`src/bnc_pkg.sv`:
```
// ----------------------------------------------------------------------------
// bnc_pkg: shared types and constants
// Bug1 navigation controller types, fixed-point constants and CORDIC table.
// ----------------------------------------------------------------------------
package bnc_pkg;

  typedef struct packed {
    logic signed [15:0] pos_x;
    logic signed [15:0] pos_y;
    logic        [15:0] heading;
    logic        [11:0] prox_front_a;
    logic        [11:0] prox_front_b;
    logic        [11:0] prox_side_align;
    logic        [11:0] prox_side_follow;
    logic               target_seen;
  } nav_in_t;

  typedef struct packed {
    logic signed [15:0] spd_left;
    logic signed [15:0] spd_right;
    logic        [1:0]  led_color;
    logic        [2:0]  mode;
  } nav_out_t;

  typedef enum logic [2:0] {
    MODE_GOAL    = 3'd0,
    MODE_ALIGN   = 3'd1,
    MODE_FOLLOW  = 3'd2,
    MODE_CLOSEST = 3'd3,
    MODE_STOP    = 3'd4
  } nav_mode_t;

  localparam logic [1:0] LED_BLUE   = 2'd0;
  localparam logic [1:0] LED_YELLOW = 2'd1;
  localparam logic [1:0] LED_GREEN  = 2'd2;
  localparam logic [1:0] LED_HOLD   = 2'd3;

  localparam logic [2:0] REG_TX    = 3'd0;
  localparam logic [2:0] REG_TY    = 3'd1;
  localparam logic [2:0] REG_GP    = 3'd2;
  localparam logic [2:0] REG_GI    = 3'd3;
  localparam logic [2:0] REG_GD    = 3'd4;
  localparam logic [2:0] REG_FRONT = 3'd5;

  localparam int DESIRED_PROX   = 205;
  localparam int SPEED_SLOW     = 205;
  localparam int SPEED_FAST     = 410;
  localparam logic [31:0] LEAVE_SQ_MIN  = 32'd167773;
  localparam logic [31:0] RETURN_SQ_MAX = 32'd167772;
  localparam logic [31:0] ARRIVE_SQ_MAX = 32'd107374;
  localparam int ALIGN_PROX_MAX = 409;
  localparam int HEADING_TOL    = 1043;

  function automatic logic [31:0] atan_turn(input logic [4:0] i);
    logic [31:0] t;
    unique case (i)
      5'd0: t = 32'd536870912;  5'd1: t = 32'd316933406;
      5'd2: t = 32'd167458907;  5'd3: t = 32'd85004756;
      5'd4: t = 32'd42667331;   5'd5: t = 32'd21354465;
      5'd6: t = 32'd10679838;   5'd7: t = 32'd5340245;
      5'd8: t = 32'd2670163;    5'd9: t = 32'd1335087;
      5'd10: t = 32'd667544;    5'd11: t = 32'd333772;
      5'd12: t = 32'd166886;    5'd13: t = 32'd83443;
      5'd14: t = 32'd41722;     5'd15: t = 32'd20861;
      5'd16: t = 32'd10430;     5'd17: t = 32'd5215;
      5'd18: t = 32'd2608;      5'd19: t = 32'd1304;
      5'd20: t = 32'd652;       5'd21: t = 32'd326;
      5'd22: t = 32'd163;       5'd23: t = 32'd81;
      default: t = 32'd0;
    endcase
    return t;
  endfunction

endpackage

```
`src/bnc_if.sv`:
```
// ----------------------------------------------------------------------------
// bnc_in_if / bnc_out_if: valid-ready channels
// Carry one input beat or one result beat.
// ----------------------------------------------------------------------------
interface bnc_in_if;
  logic valid;
  logic ready;
  bnc_pkg::nav_in_t data;
  modport source (output valid, output data, input ready);
  modport sink   (input valid, input data, output ready);
endinterface

interface bnc_out_if;
  logic valid;
  logic ready;
  bnc_pkg::nav_out_t data;
  modport source (output valid, output data, input ready);
  modport sink   (input valid, input data, output ready);
endinterface

```
`src/bug1_navigation_controller.sv`:
```
// ----------------------------------------------------------------------------
// bug1_navigation_controller: Bug1 obstacle avoidance with PID wall following
// Sequencing: after accept, six distance products (S_DIST), then a mode
//   decision, then the CORDIC bearing loop when the goal heading is aimed,
//   three gain products and a wheel update when the PID runs, or neither.
//   in_ready is low from accept until the result beat is taken, so a new
//   beat is not taken before the last result is out.
// Reset: synchronous active-low rst_n; mode go-to-goal, registers at defaults.
// ----------------------------------------------------------------------------
module bug1_navigation_controller #(
  parameter int LEAVE_TICKS  = 150,
  parameter int CORDIC_STEPS = 16
) (
  input  logic        clk,
  input  logic        rst_n,
  bnc_in_if.sink      in_ch,
  bnc_out_if.source   out_ch,
  input  logic        cfg_psel,
  input  logic        cfg_penable,
  input  logic        cfg_pwrite,
  input  logic [4:0]  cfg_paddr,
  input  logic [31:0] cfg_pwdata,
  output logic [31:0] cfg_prdata,
  output logic        cfg_pready
);
  import bnc_pkg::*;

  // sequencer states
  typedef enum logic [6:0] {
    S_IDLE  = 7'b0000001,
    S_DIST  = 7'b0000010,  // squared distances through the shared multiplier
    S_DEC   = 7'b0000100,  // mode decision
    S_CORD  = 7'b0001000,  // waiting on bearing
    S_PID   = 7'b0010000,  // three gain products
    S_WHEEL = 7'b0100000,
    S_OUT   = 7'b1000000
  } seq_t;

  seq_t state_r, state_nxt;

  // config registers
  logic signed [15:0] tx_r, ty_r, gp_r, gi_r, gd_r;
  logic [11:0] flim_r;

  // navigation state
  nav_mode_t mode_r;
  logic [7:0]  timer_r;
  logic [31:0] hit_r, close_r, cdist_r;
  logic        left_r;
  logic signed [23:0] integ_r;
  logic signed [12:0] perr_r;
  logic [31:0] wheel_r;

  // latched beat
  nav_in_t in_r;
  logic [1:0]  led_r;

  // shared multiplier and accumulator
  logic [3:0]  step_r;
  logic signed [24:0] ma, mb;
  logic signed [49:0] prod;
  logic signed [51:0] acc_r;
  logic [31:0] dg_r, dh_r, dc_r;
  logic signed [13:0] err_r;
  logic signed [23:0] inew_r;
  logic pid_sgn_r;  // 0 wall follow, 1 align sign

  // config port
  logic cfg_wr;
  logic [2:0] cfg_idx;
  assign cfg_pready = 1'b1;
  assign cfg_wr = cfg_psel && cfg_penable && cfg_pwrite;
  assign cfg_idx = cfg_paddr[4:2];

  always_comb begin
    unique case (cfg_idx)
      REG_TX:    cfg_prdata = 32'(signed'(tx_r));
      REG_TY:    cfg_prdata = 32'(signed'(ty_r));
      REG_GP:    cfg_prdata = 32'(signed'(gp_r));
      REG_GI:    cfg_prdata = 32'(signed'(gi_r));
      REG_GD:    cfg_prdata = 32'(signed'(gd_r));
      REG_FRONT: cfg_prdata = {20'd0, flim_r};
      default:   cfg_prdata = '0;
    endcase
  end

  // cordic
  logic cord_start, cord_done;
  logic [15:0] bearing;
  logic signed [16:0] gdx, gdy;
  assign gdx = 17'(tx_r) - 17'(in_r.pos_x);
  assign gdy = 17'(ty_r) - 17'(in_r.pos_y);

  bnc_cordic #(.STEPS(CORDIC_STEPS)) u_cordic (
    .clk(clk), .rst_n(rst_n), .start(cord_start),
    .dx(gdx), .dy(gdy), .done(cord_done), .bearing(bearing)
  );

  // difference operand selection for distance steps
  logic signed [15:0] rx, ry;
  logic signed [16:0] dd;
  always_comb begin
    unique case (step_r[2:1])
      2'd0: begin rx = tx_r; ry = ty_r; end
      2'd1: begin rx = hit_r[15:0]; ry = hit_r[31:16]; end
      default: begin rx = close_r[15:0]; ry = close_r[31:16]; end
    endcase
    dd = step_r[0] ? (17'(in_r.pos_y) - 17'(ry)) : (17'(in_r.pos_x) - 17'(rx));
  end

  always_comb begin
    ma = 25'(dd);
    mb = 25'(dd);
    if (state_r == S_PID) begin
      unique case (step_r[1:0])
        2'd0: begin ma = 25'(gp_r); mb = 25'(err_r); end
        2'd1: begin ma = 25'(gi_r); mb = 25'(inew_r); end
        default: begin ma = 25'(gd_r); mb = 25'(err_r) - 25'(perr_r); end
      endcase
    end
  end
  assign prod = ma * mb;

  function automatic logic [31:0] sat32u(input logic signed [51:0] v);
    return (v > 52'sh0_FFFF_FFFF) ? 32'hFFFF_FFFF : v[31:0];
  endfunction

  function automatic logic [15:0] sat16(input logic signed [51:0] v);
    if (v > 52'sd32767) return 16'h7FFF;
    if (v < -52'sd32768) return 16'h8000;
    return v[15:0];
  endfunction

  // pid helpers
  logic signed [13:0] err_sel;
  logic signed [24:0] isum;
  logic signed [51:0] ctl_full;
  assign err_sel = 14'(DESIRED_PROX) -
    14'({1'b0, (mode_r == MODE_ALIGN) ? in_r.prox_side_align : in_r.prox_side_follow});
  assign isum = 25'(integ_r) + 25'(err_sel);
  assign ctl_full = acc_r >>> 8;

  logic [16:0] hdiff;
  logic signed [16:0] hd;
  assign hd = 17'({1'b0, in_r.heading}) - 17'({1'b0, bearing});
  assign hdiff = hd[16] ? 17'(-hd) : 17'(hd);

  logic front_hit;
  assign front_hit = (in_r.prox_front_a < flim_r) || (in_r.prox_front_b < flim_r);

  assign in_ch.ready = (state_r == S_IDLE);
  assign out_ch.valid = (state_r == S_OUT);
  assign out_ch.data.spd_left = wheel_r[15:0];
  assign out_ch.data.spd_right = wheel_r[31:16];
  assign out_ch.data.led_color = led_r;
  assign out_ch.data.mode = mode_r;

  assign cord_start = (state_r == S_DEC) && (mode_r == MODE_GOAL) &&
                      !in_r.target_seen && !(front_hit && timer_r == 8'd0);

  logic signed [51:0] lw, rw;

  always_ff @(posedge clk) begin
    if (!rst_n) begin
      state_r <= S_IDLE;
      tx_r <= '0; ty_r <= '0; gp_r <= 16'sd256; gi_r <= '0; gd_r <= '0;
      flim_r <= 12'd205;
      mode_r <= MODE_GOAL;
      timer_r <= '0;
      hit_r <= '0; close_r <= '0; cdist_r <= '1;
      left_r <= 1'b0;
      integ_r <= '0; perr_r <= '0; wheel_r <= '0;
      step_r <= '0;
    end else begin
      if (cfg_wr) begin
        unique case (cfg_idx)
          REG_TX:    tx_r <= cfg_pwdata[15:0];
          REG_TY:    ty_r <= cfg_pwdata[15:0];
          REG_GP:    gp_r <= cfg_pwdata[15:0];
          REG_GI:    gi_r <= cfg_pwdata[15:0];
          REG_GD:    gd_r <= cfg_pwdata[15:0];
          REG_FRONT: flim_r <= cfg_pwdata[11:0];
          default: ;
        endcase
      end
      state_r <= state_nxt;
      unique case (state_r)
        S_IDLE: begin
          if (in_ch.valid) begin
            in_r <= in_ch.data;
            if (timer_r != 0) timer_r <= timer_r - 8'd1;
            step_r <= '0;
            acc_r <= '0;
          end
        end
        S_DIST: begin
          // even step: dx^2, odd step: add dy^2 and store
          if (!step_r[0]) acc_r <= 52'(prod);
          else begin
            unique case (step_r[2:1])
              2'd0: dg_r <= sat32u(acc_r + 52'(prod));
              2'd1: dh_r <= sat32u(acc_r + 52'(prod));
              default: dc_r <= sat32u(acc_r + 52'(prod));
            endcase
          end
          step_r <= step_r + 4'd1;
        end
        S_DEC: begin
          step_r <= '0;
          acc_r <= '0;
          err_r <= err_sel;
          inew_r <= (isum > 25'sd8388607) ? 24'sh7FFFFF :
                    (isum < -25'sd8388608) ? 24'sh800000 : isum[23:0];
          unique case (mode_r)
            MODE_GOAL: begin
              led_r <= LED_BLUE;
              if (in_r.target_seen) mode_r <= MODE_STOP;
              else if (front_hit && timer_r == 8'd0) begin
                left_r <= 1'b0;
                hit_r <= {in_r.pos_y, in_r.pos_x};
                close_r <= {in_r.pos_y, in_r.pos_x};
                cdist_r <= dg_r;
                mode_r <= MODE_ALIGN;
              end
            end
            MODE_ALIGN: begin
              led_r <= LED_YELLOW;
              pid_sgn_r <= 1'b1;
              if (in_r.prox_side_align >= 12'd1 &&
                  in_r.prox_side_align <= 12'(ALIGN_PROX_MAX)) begin
                mode_r <= MODE_FOLLOW;
                integ_r <= '0;
              end
            end
            MODE_FOLLOW: begin
              led_r <= LED_YELLOW;
              pid_sgn_r <= 1'b0;
              if (dg_r < cdist_r) begin
                cdist_r <= dg_r;
                close_r <= {in_r.pos_y, in_r.pos_x};
              end
              if (!left_r) begin
                if (dh_r >= LEAVE_SQ_MIN) left_r <= 1'b1;
              end else if (dh_r <= RETURN_SQ_MAX) mode_r <= MODE_CLOSEST;
            end
            MODE_CLOSEST: begin
              led_r <= LED_GREEN;
              pid_sgn_r <= 1'b0;
              if (dc_r <= ARRIVE_SQ_MAX) begin
                timer_r <= 8'(LEAVE_TICKS);
                mode_r <= MODE_GOAL;
              end
            end
            default: begin
              led_r <= LED_HOLD;
              mode_r <= MODE_STOP;
              wheel_r <= '0;
            end
          endcase
        end
        S_CORD: begin
          if (cord_done) begin
            if (hdiff > 17'(HEADING_TOL))
              wheel_r <= {16'(-SPEED_SLOW), 16'(SPEED_SLOW)};
            else
              wheel_r <= {16'(SPEED_FAST), 16'(SPEED_FAST)};
          end
        end
        S_PID: begin
          acc_r <= acc_r + 52'(prod);
          step_r <= step_r + 4'd1;
          if (step_r == 4'd2) begin
            integ_r <= inew_r;
            perr_r <= err_r[12:0];
          end
        end
        S_WHEEL: begin
          wheel_r <= {sat16(rw), sat16(lw)};
        end
        default: ;
      endcase
    end
  end

  always_comb begin
    if (pid_sgn_r) begin
      lw = 52'(-SPEED_SLOW) + ctl_full;
      rw = 52'(SPEED_SLOW) - ctl_full;
    end else begin
      lw = 52'(SPEED_FAST) + ctl_full;
      rw = 52'(SPEED_FAST) - ctl_full;
    end
  end

  // pid is needed when the decided mode still commands wheels via the loop
  logic pid_go;
  always_comb begin
    pid_go = 1'b0;
    unique case (mode_r)
      MODE_ALIGN: pid_go = !(in_r.prox_side_align >= 12'd1 &&
                             in_r.prox_side_align <= 12'(ALIGN_PROX_MAX));
      MODE_FOLLOW: pid_go = !(left_r && dh_r <= RETURN_SQ_MAX);
      MODE_CLOSEST: pid_go = !(dc_r <= ARRIVE_SQ_MAX);
      default: pid_go = 1'b0;
    endcase
  end

  always_comb begin
    state_nxt = state_r;
    unique case (state_r)
      S_IDLE:  if (in_ch.valid) state_nxt = S_DIST;
      S_DIST:  if (step_r == 4'd5) state_nxt = S_DEC;
      S_DEC: begin
        if (cord_start) state_nxt = S_CORD;
        else if (pid_go) state_nxt = S_PID;
        else state_nxt = S_OUT;
      end
      S_CORD:  if (cord_done) state_nxt = S_OUT;
      S_PID:   if (step_r == 4'd2) state_nxt = S_WHEEL;
      S_WHEEL: state_nxt = S_OUT;
      S_OUT:   if (out_ch.ready) state_nxt = S_IDLE;
      default: state_nxt = S_IDLE;
    endcase
  end

  onehot_state: assert property (@(posedge clk) disable iff (!rst_n)
    $onehot(state_r)) else $error("sequencer state not one-hot");
  out_holds: assert property (@(posedge clk) disable iff (!rst_n)
    (state_r == S_OUT && !out_ch.ready) |=> state_r == S_OUT)
    else $error("result dropped");
  ready_excl: assert property (@(posedge clk) disable iff (!rst_n)
    !(in_ch.ready && out_ch.valid)) else $error("ready during result");
  stop_sticky: assert property (@(posedge clk) disable iff (!rst_n)
    (mode_r == MODE_STOP) |=> (mode_r == MODE_STOP)) else $error("left stop mode");

endmodule

```
`src/bnc_cordic.sv`:
```
// ----------------------------------------------------------------------------
// bnc_cordic: iterative vectoring CORDIC
// One micro-rotation per cycle, returns a 16-bit bearing of (dx, dy).
// ----------------------------------------------------------------------------
module bnc_cordic #(
  parameter int STEPS = 16
) (
  input  logic               clk,
  input  logic               rst_n,
  input  logic               start,
  input  logic signed [16:0] dx,
  input  logic signed [16:0] dy,
  output logic               done,
  output logic        [15:0] bearing
);
  import bnc_pkg::*;

  localparam int CW = 20;

  logic signed [CW-1:0] x_r, y_r, x_nxt, y_nxt;
  logic [31:0] acc_r, acc_nxt;
  logic [4:0]  step_r, step_nxt;
  logic        busy_r, busy_nxt;
  logic        done_r, done_nxt;
  logic signed [CW-1:0] xs, ys;
  logic [31:0] acc_rnd;

  assign xs = x_r >>> step_r;
  assign ys = y_r >>> step_r;

  always_comb begin
    x_nxt = x_r;
    y_nxt = y_r;
    acc_nxt = acc_r;
    step_nxt = step_r;
    busy_nxt = busy_r;
    done_nxt = 1'b0;
    if (start) begin
      step_nxt = '0;
      if (dx == 0 && dy == 0) begin
        acc_nxt = '0;
        done_nxt = 1'b1;
        busy_nxt = 1'b0;
      end else begin
        busy_nxt = 1'b1;
        if (dx < 0) begin
          x_nxt = -CW'(dx);
          y_nxt = -CW'(dy);
          acc_nxt = 32'h8000_0000;
        end else begin
          x_nxt = CW'(dx);
          y_nxt = CW'(dy);
          acc_nxt = '0;
        end
      end
    end else if (busy_r) begin
      if (y_r > 0) begin
        x_nxt = x_r + ys;
        y_nxt = y_r - xs;
        acc_nxt = acc_r + atan_turn(step_r);
      end else begin
        x_nxt = x_r - ys;
        y_nxt = y_r + xs;
        acc_nxt = acc_r - atan_turn(step_r);
      end
      step_nxt = step_r + 5'd1;
      if (32'(step_r) == STEPS - 1) begin
        busy_nxt = 1'b0;
        done_nxt = 1'b1;
      end
    end
  end

  always_ff @(posedge clk) begin
    if (!rst_n) begin
      busy_r <= 1'b0;
      done_r <= 1'b0;
      step_r <= '0;
    end else begin
      busy_r <= busy_nxt;
      done_r <= done_nxt;
      step_r <= step_nxt;
    end
    x_r <= x_nxt;
    y_r <= y_nxt;
    acc_r <= acc_nxt;
  end

  assign acc_rnd = acc_r + 32'h8000;
  assign bearing = acc_rnd[31:16];
  assign done = done_r;

  done_not_busy: assert property (@(posedge clk) disable iff (!rst_n)
    done_r |-> !busy_r) else $error("cordic done while busy");
  step_bound: assert property (@(posedge clk) disable iff (!rst_n)
    busy_r |-> 32'(step_r) < STEPS) else $error("cordic step overrun");
  start_idle: assert property (@(posedge clk) disable iff (!rst_n)
    start |-> !busy_r) else $error("cordic restarted while busy");

endmodule
```
`src/flat_wrapper.sv`:
```
// flat-port wrapper written by rule: the top's interface ports become plain ports
module bug1_navigation_controller_flat import bnc_pkg::*;
#(
  parameter int LEAVE_TICKS  = 150,
  parameter int CORDIC_STEPS = 16
)
  (clk, rst_n, cfg_psel, cfg_penable, cfg_pwrite, cfg_paddr, cfg_pwdata, cfg_prdata, cfg_pready, in_ch_valid, in_ch_data, in_ch_ready, out_ch_valid, out_ch_data, out_ch_ready);
  bnc_in_if in_ch_i ();
  bnc_out_if out_ch_i ();
  input  logic clk;
  input  logic rst_n;
  input  logic cfg_psel;
  input  logic cfg_penable;
  input  logic cfg_pwrite;
  input  logic [4:0] cfg_paddr;
  input  logic [31:0] cfg_pwdata;
  output logic [31:0] cfg_prdata;
  output logic cfg_pready;
  input wire logic [$bits(in_ch_i.valid)-1:0] in_ch_valid;
  input wire logic [$bits(in_ch_i.data)-1:0] in_ch_data;
  output wire logic [$bits(in_ch_i.ready)-1:0] in_ch_ready;
  output wire logic [$bits(out_ch_i.valid)-1:0] out_ch_valid;
  output wire logic [$bits(out_ch_i.data)-1:0] out_ch_data;
  input wire logic [$bits(out_ch_i.ready)-1:0] out_ch_ready;
  assign in_ch_i.valid = in_ch_valid;
  assign in_ch_i.data = in_ch_data;
  assign in_ch_ready = in_ch_i.ready;
  assign out_ch_valid = out_ch_i.valid;
  assign out_ch_data = out_ch_i.data;
  assign out_ch_i.ready = out_ch_ready;
  bug1_navigation_controller #(.LEAVE_TICKS(LEAVE_TICKS), .CORDIC_STEPS(CORDIC_STEPS)) u_core (.clk(clk), .rst_n(rst_n), .in_ch(in_ch_i), .out_ch(out_ch_i), .cfg_psel(cfg_psel), .cfg_penable(cfg_penable), .cfg_pwrite(cfg_pwrite), .cfg_paddr(cfg_paddr), .cfg_pwdata(cfg_pwdata), .cfg_prdata(cfg_prdata), .cfg_pready(cfg_pready));
endmodule
```
`config.mk`:
```
export PLATFORM = sky130hd
export DESIGN_NAME = bug1_navigation_controller_flat
export DESIGN_NICKNAME = d
export VERILOG_FILES = /design/src/bnc_pkg.sv /design/src/bnc_if.sv /design/src/bug1_navigation_controller.sv /design/src/bnc_cordic.sv /design/src/flat_wrapper.sv
export SDC_FILE = /design/constraint.sdc
export NUM_CORES = 2
export LEC_CHECK = 0
export ABC_AREA = 1
export BUFFER_PORTS_ARGS = -buffer_cell sky130_fd_sc_hd__buf_2
export CAP_MARGIN = 20
export CORE_ASPECT_RATIO = 1.75
export CORE_MARGIN = 10
export CORE_UTILIZATION = 42
export DETAILED_ROUTE_END_ITERATION = 7
export PLACE_DENSITY = 0.62
export SLEW_MARGIN = 5
export SYNTH_ARGS = -nofsm -noshare
export SYNTH_HDL_FRONTEND = slang
export SYNTH_SLANG_ARGS = --single-unit
```
`constraint.sdc`:
```
create_clock -name clk -period 12.3 [get_ports clk]
set_clock_uncertainty 0.05 [all_clocks]
set_input_delay 2.46 -clock clk [delete_from_list [all_inputs] [get_ports clk]]
set_output_delay 2.46 -clock clk [all_outputs]
set_load 0.1 [all_outputs]
```
==> results.json <==
{
  "status": "completed",
  "synth_cell_types": 72,
  "fin_crit_ns": 11.94,
  "timing.rr.end": "u_core.dh_r[18]",
  "period_share_pct": 97.1,
  "hold_violations": 0,
  "core_um2": 163000,
  "syn2layout_area_growth_pct": 18.4,
  "clock-sinks": 674,
  "dr.pass1.iters": 6,
  "clock_latency_ns": 0.68,
  "viasPerCell": 5.35,
  "grt_pass1_wl_um": 389000,
  "reg2reg_from": "u_core.step_r[2]",
  "cp-end-kind": "flop",
  "tns_ns": 0,
  "synth_seq_cells": 674,
  "slew_headroom_pct": 20.2,
  "grt_pass1_vias": 67700,
  "crit_type": "reg -> reg",
  "min_path_cells": 2,
  "grt_antenna_before_repair": 14,
  "die_h_um": 556,
  "seqCellArea_um2": 17100,
  "hp-class": "reg -> reg",
  "worst_pin_slew_ns": 1.19,
  "wire_per_inst_um": 20.8,
  "gp_congestion": 1.02,
  "cp.arrival_ns": 12.26,
  "ys_seq_area_share_pct": 24.8,
  "numCtsBuffers": 70,
  "crit_slowest_cell": "fa_2",
  "synth_area_per_cell_um2": 7.30,
  "drc": 0,
  "finalWirelength_um": 257000,
  "rows": 196,
  "n_fill_cell": 16100,
  "cp_max_fo": 8,
  "synth_warnings": 0,
  "clk_path_buf_depth": 3,
  "setup_ws_ns": 0.362,
  "cts_root_buffer": "clkbuf_16",
  "syn_nets": 10500,
  "hold_end": "u_core.cdist_r[30]",
  "drv_cap": 0,
  "finalSetupViolations": 0,
  "slew_viol_final": 0,
  "fmax_ghz": 0.0838,
  "cts_max_level": 3,
  "start_util_pct": 42.2,
  "die-area_um2": 181000,
  "multi_input_area_um2": 46600,
  "synthArstFlopShare_pct": 0,
  "finalNetCount": 11300,
  "syn_area_um2": 68900,
  "grt_max_degree": 113,
  "die_w_um": 326,
  "vias": 66200,
  "ioPinCount": 213,
  "required_ns": 12.62,
  "reg2reg_slack_ns": 0.36,
  "cts_tree": "done",
  "ff2ff_path_depth": 58,
  "cpPeakStageDelay_ns": 0.65,
  "drive_above_1_share_pct": 15.5,
  "dp_hpwl_um": 213000,
  "min_from": "u_core.cdist_r[30]",
  "synthCells": 9433,
  "final_antenna_net_count": 0,
  "synth_edf_count": 357,
  "synthFlopType": "edfxtp_1",
  "startpoint_type": "flop",
  "place_inst": 12200,
  "preCtsSetupSlack_ns": -0.546,
  "track_usage_pct": 27.6,
  "io_buffers": 193,
  "final_common_cell": "nand2_1",
  "final_cell_mix": "nand2_1 (2198), inv_1 (1436), nor2_1 (931), buf_4 (701), a21oi_1 (550)",
  "fin_cells": 12400,
  "drt_iter0_markers": 4468,
  "gr-total-overflow": 0,
  "path_clk_slew_ns": 0.07
}
worst max-delay path: cells and delay by family (launching register included):
family / cells / cell delay [ns]
buffers and inverters: 18 / 2.13
adders and majority gates: 11 / 5.01
AOI/OAI and AO/OA: 8 / 1.05
and+or+nand+nor: 19 / 2.53
DFF: 1 / 0.36
xor gates and xnor gates: 2 / 0.46
per-stage QoR:
step | util [%] | hold WS (ns) | instance area [um2]
2_1_floorplan | - | 0.373 | 68900
3_3_place_gp | 47.0 | 0.386 | 76700
3_5_place_dp | 47.0 | 0.393 | 76700
4_1_cts | 48.6 | 0.404 | 79300
5_1_grt | 50.0 | 0.424 | 81500
6_report | 50.0 | 0.404 | 81500
worst max path at each step:
stage,startpoint,to,slack [ns],cells after the start
after global routing,u_core.step_r[2],u_core.dc_r[26],-0.16,66
after CTS,u_core.step_r[2],u_core.dh_r[5],0.003,55
after floorplan,u_core.step_r[2],u_core.dc_r[4],1.33,58
after detailed placement,u_core.step_r[2],u_core.dg_r[5],-0.55,58
after global placement,u_core.step_r[2],u_core.dg_r[30],-0.52,58
final,u_core.step_r[2],u_core.dh_r[18],0.36,58
metal layers:
metal	up-vias	wire (um)	track usage (%)
met5	-	59	0
met4	10	22000	19.7
met3	791	11000	2.91
met2	1997	134000	51.6
met1	31600	90500	28.3
li1	31800	-	-
final cells by class:
class	count	share of cell area [%]
Antenna cell	7	0.0215
Clock buffer	92	2.35
Clock inverter	34	0.597
Inverter	1522	7.06
Multi-Input combinational cell	6946	57.2
Sequential cell	674	20.9
Tap cell	2178	3.34
Timing Repair Buffer	935	8.47
flip-flops by register name, indices dropped and copies added, names as in the netlist, 20 cells and up, named ones only:
| name | cells |
|---|---|
| u_core.acc_r | 52 |
| u_core.cdist_r | 32 |
| u_core.close_r | 32 |
| u_core.dc_r | 32 |
| u_core.dg_r | 32 |
| u_core.dh_r | 32 |
| u_core.hit_r | 32 |
| u_core.in_r | 97 |
| u_core.inew_r | 24 |
| u_core.integ_r | 24 |
| u_core.u_cordic.acc_r | 32 |
| u_core.u_cordic.x_r | 20 |
| u_core.u_cordic.y_r | 20 |
| u_core.wheel_r | 32 |
synthesized netlist by cell type, types with 26 or more instances:
master    count  area (um2)
inv_2        29         109
o22ai_1      30         188
nor2_1      990        3720
o21ai_1      39         195
dfxtp_1     317        6350
edfxtp_1    357       10700
o221ai_1     58         508
nor3_1      103         515
nand4_1      97         607
o21ai_0     546        2730
xor2_1      238        2080
ha_1        456        5710
nor4_1       41         257
nand3_1     431        2160
inv_1      1476        5540
o211ai_1     28         210
clkbuf_1    169         634
nand2_2      37         231
or2_2        26         163
buf_2        60         300
fa_1        510       10200
buf_4        32         240
a31oi_1      71         444
nand2_1    2259        8480
a21oi_1     583        2920
xnor2_1     103         902
kinds of logic after synthesis:
logic type,share of synthesized area (%)
and+or+nand+nor,24.6
buffers and inverters,10.3
AOI/OAI and AO/OA,12.6
adders and majority gates,23.1
DFF,24.8
xor gates and xnor gates,4.34
muxes,0.262
other,0.00545
what timing repair did:
| action | CTS | global route |
|---|---|---|
| pin swaps | 6 | 133 |
| cloned | 0 | 6 |
| gates resized for setup | 47 | 429 |
| hold buffers | 0 | 0 |
| setup buffers | 1 | 39 |
| setup endpoints to repair | 96 | 105 |
Power is left out: the tool's default activity adds up to more than one toggle a clock period on the data nets, which glitch-free logic cannot reach.
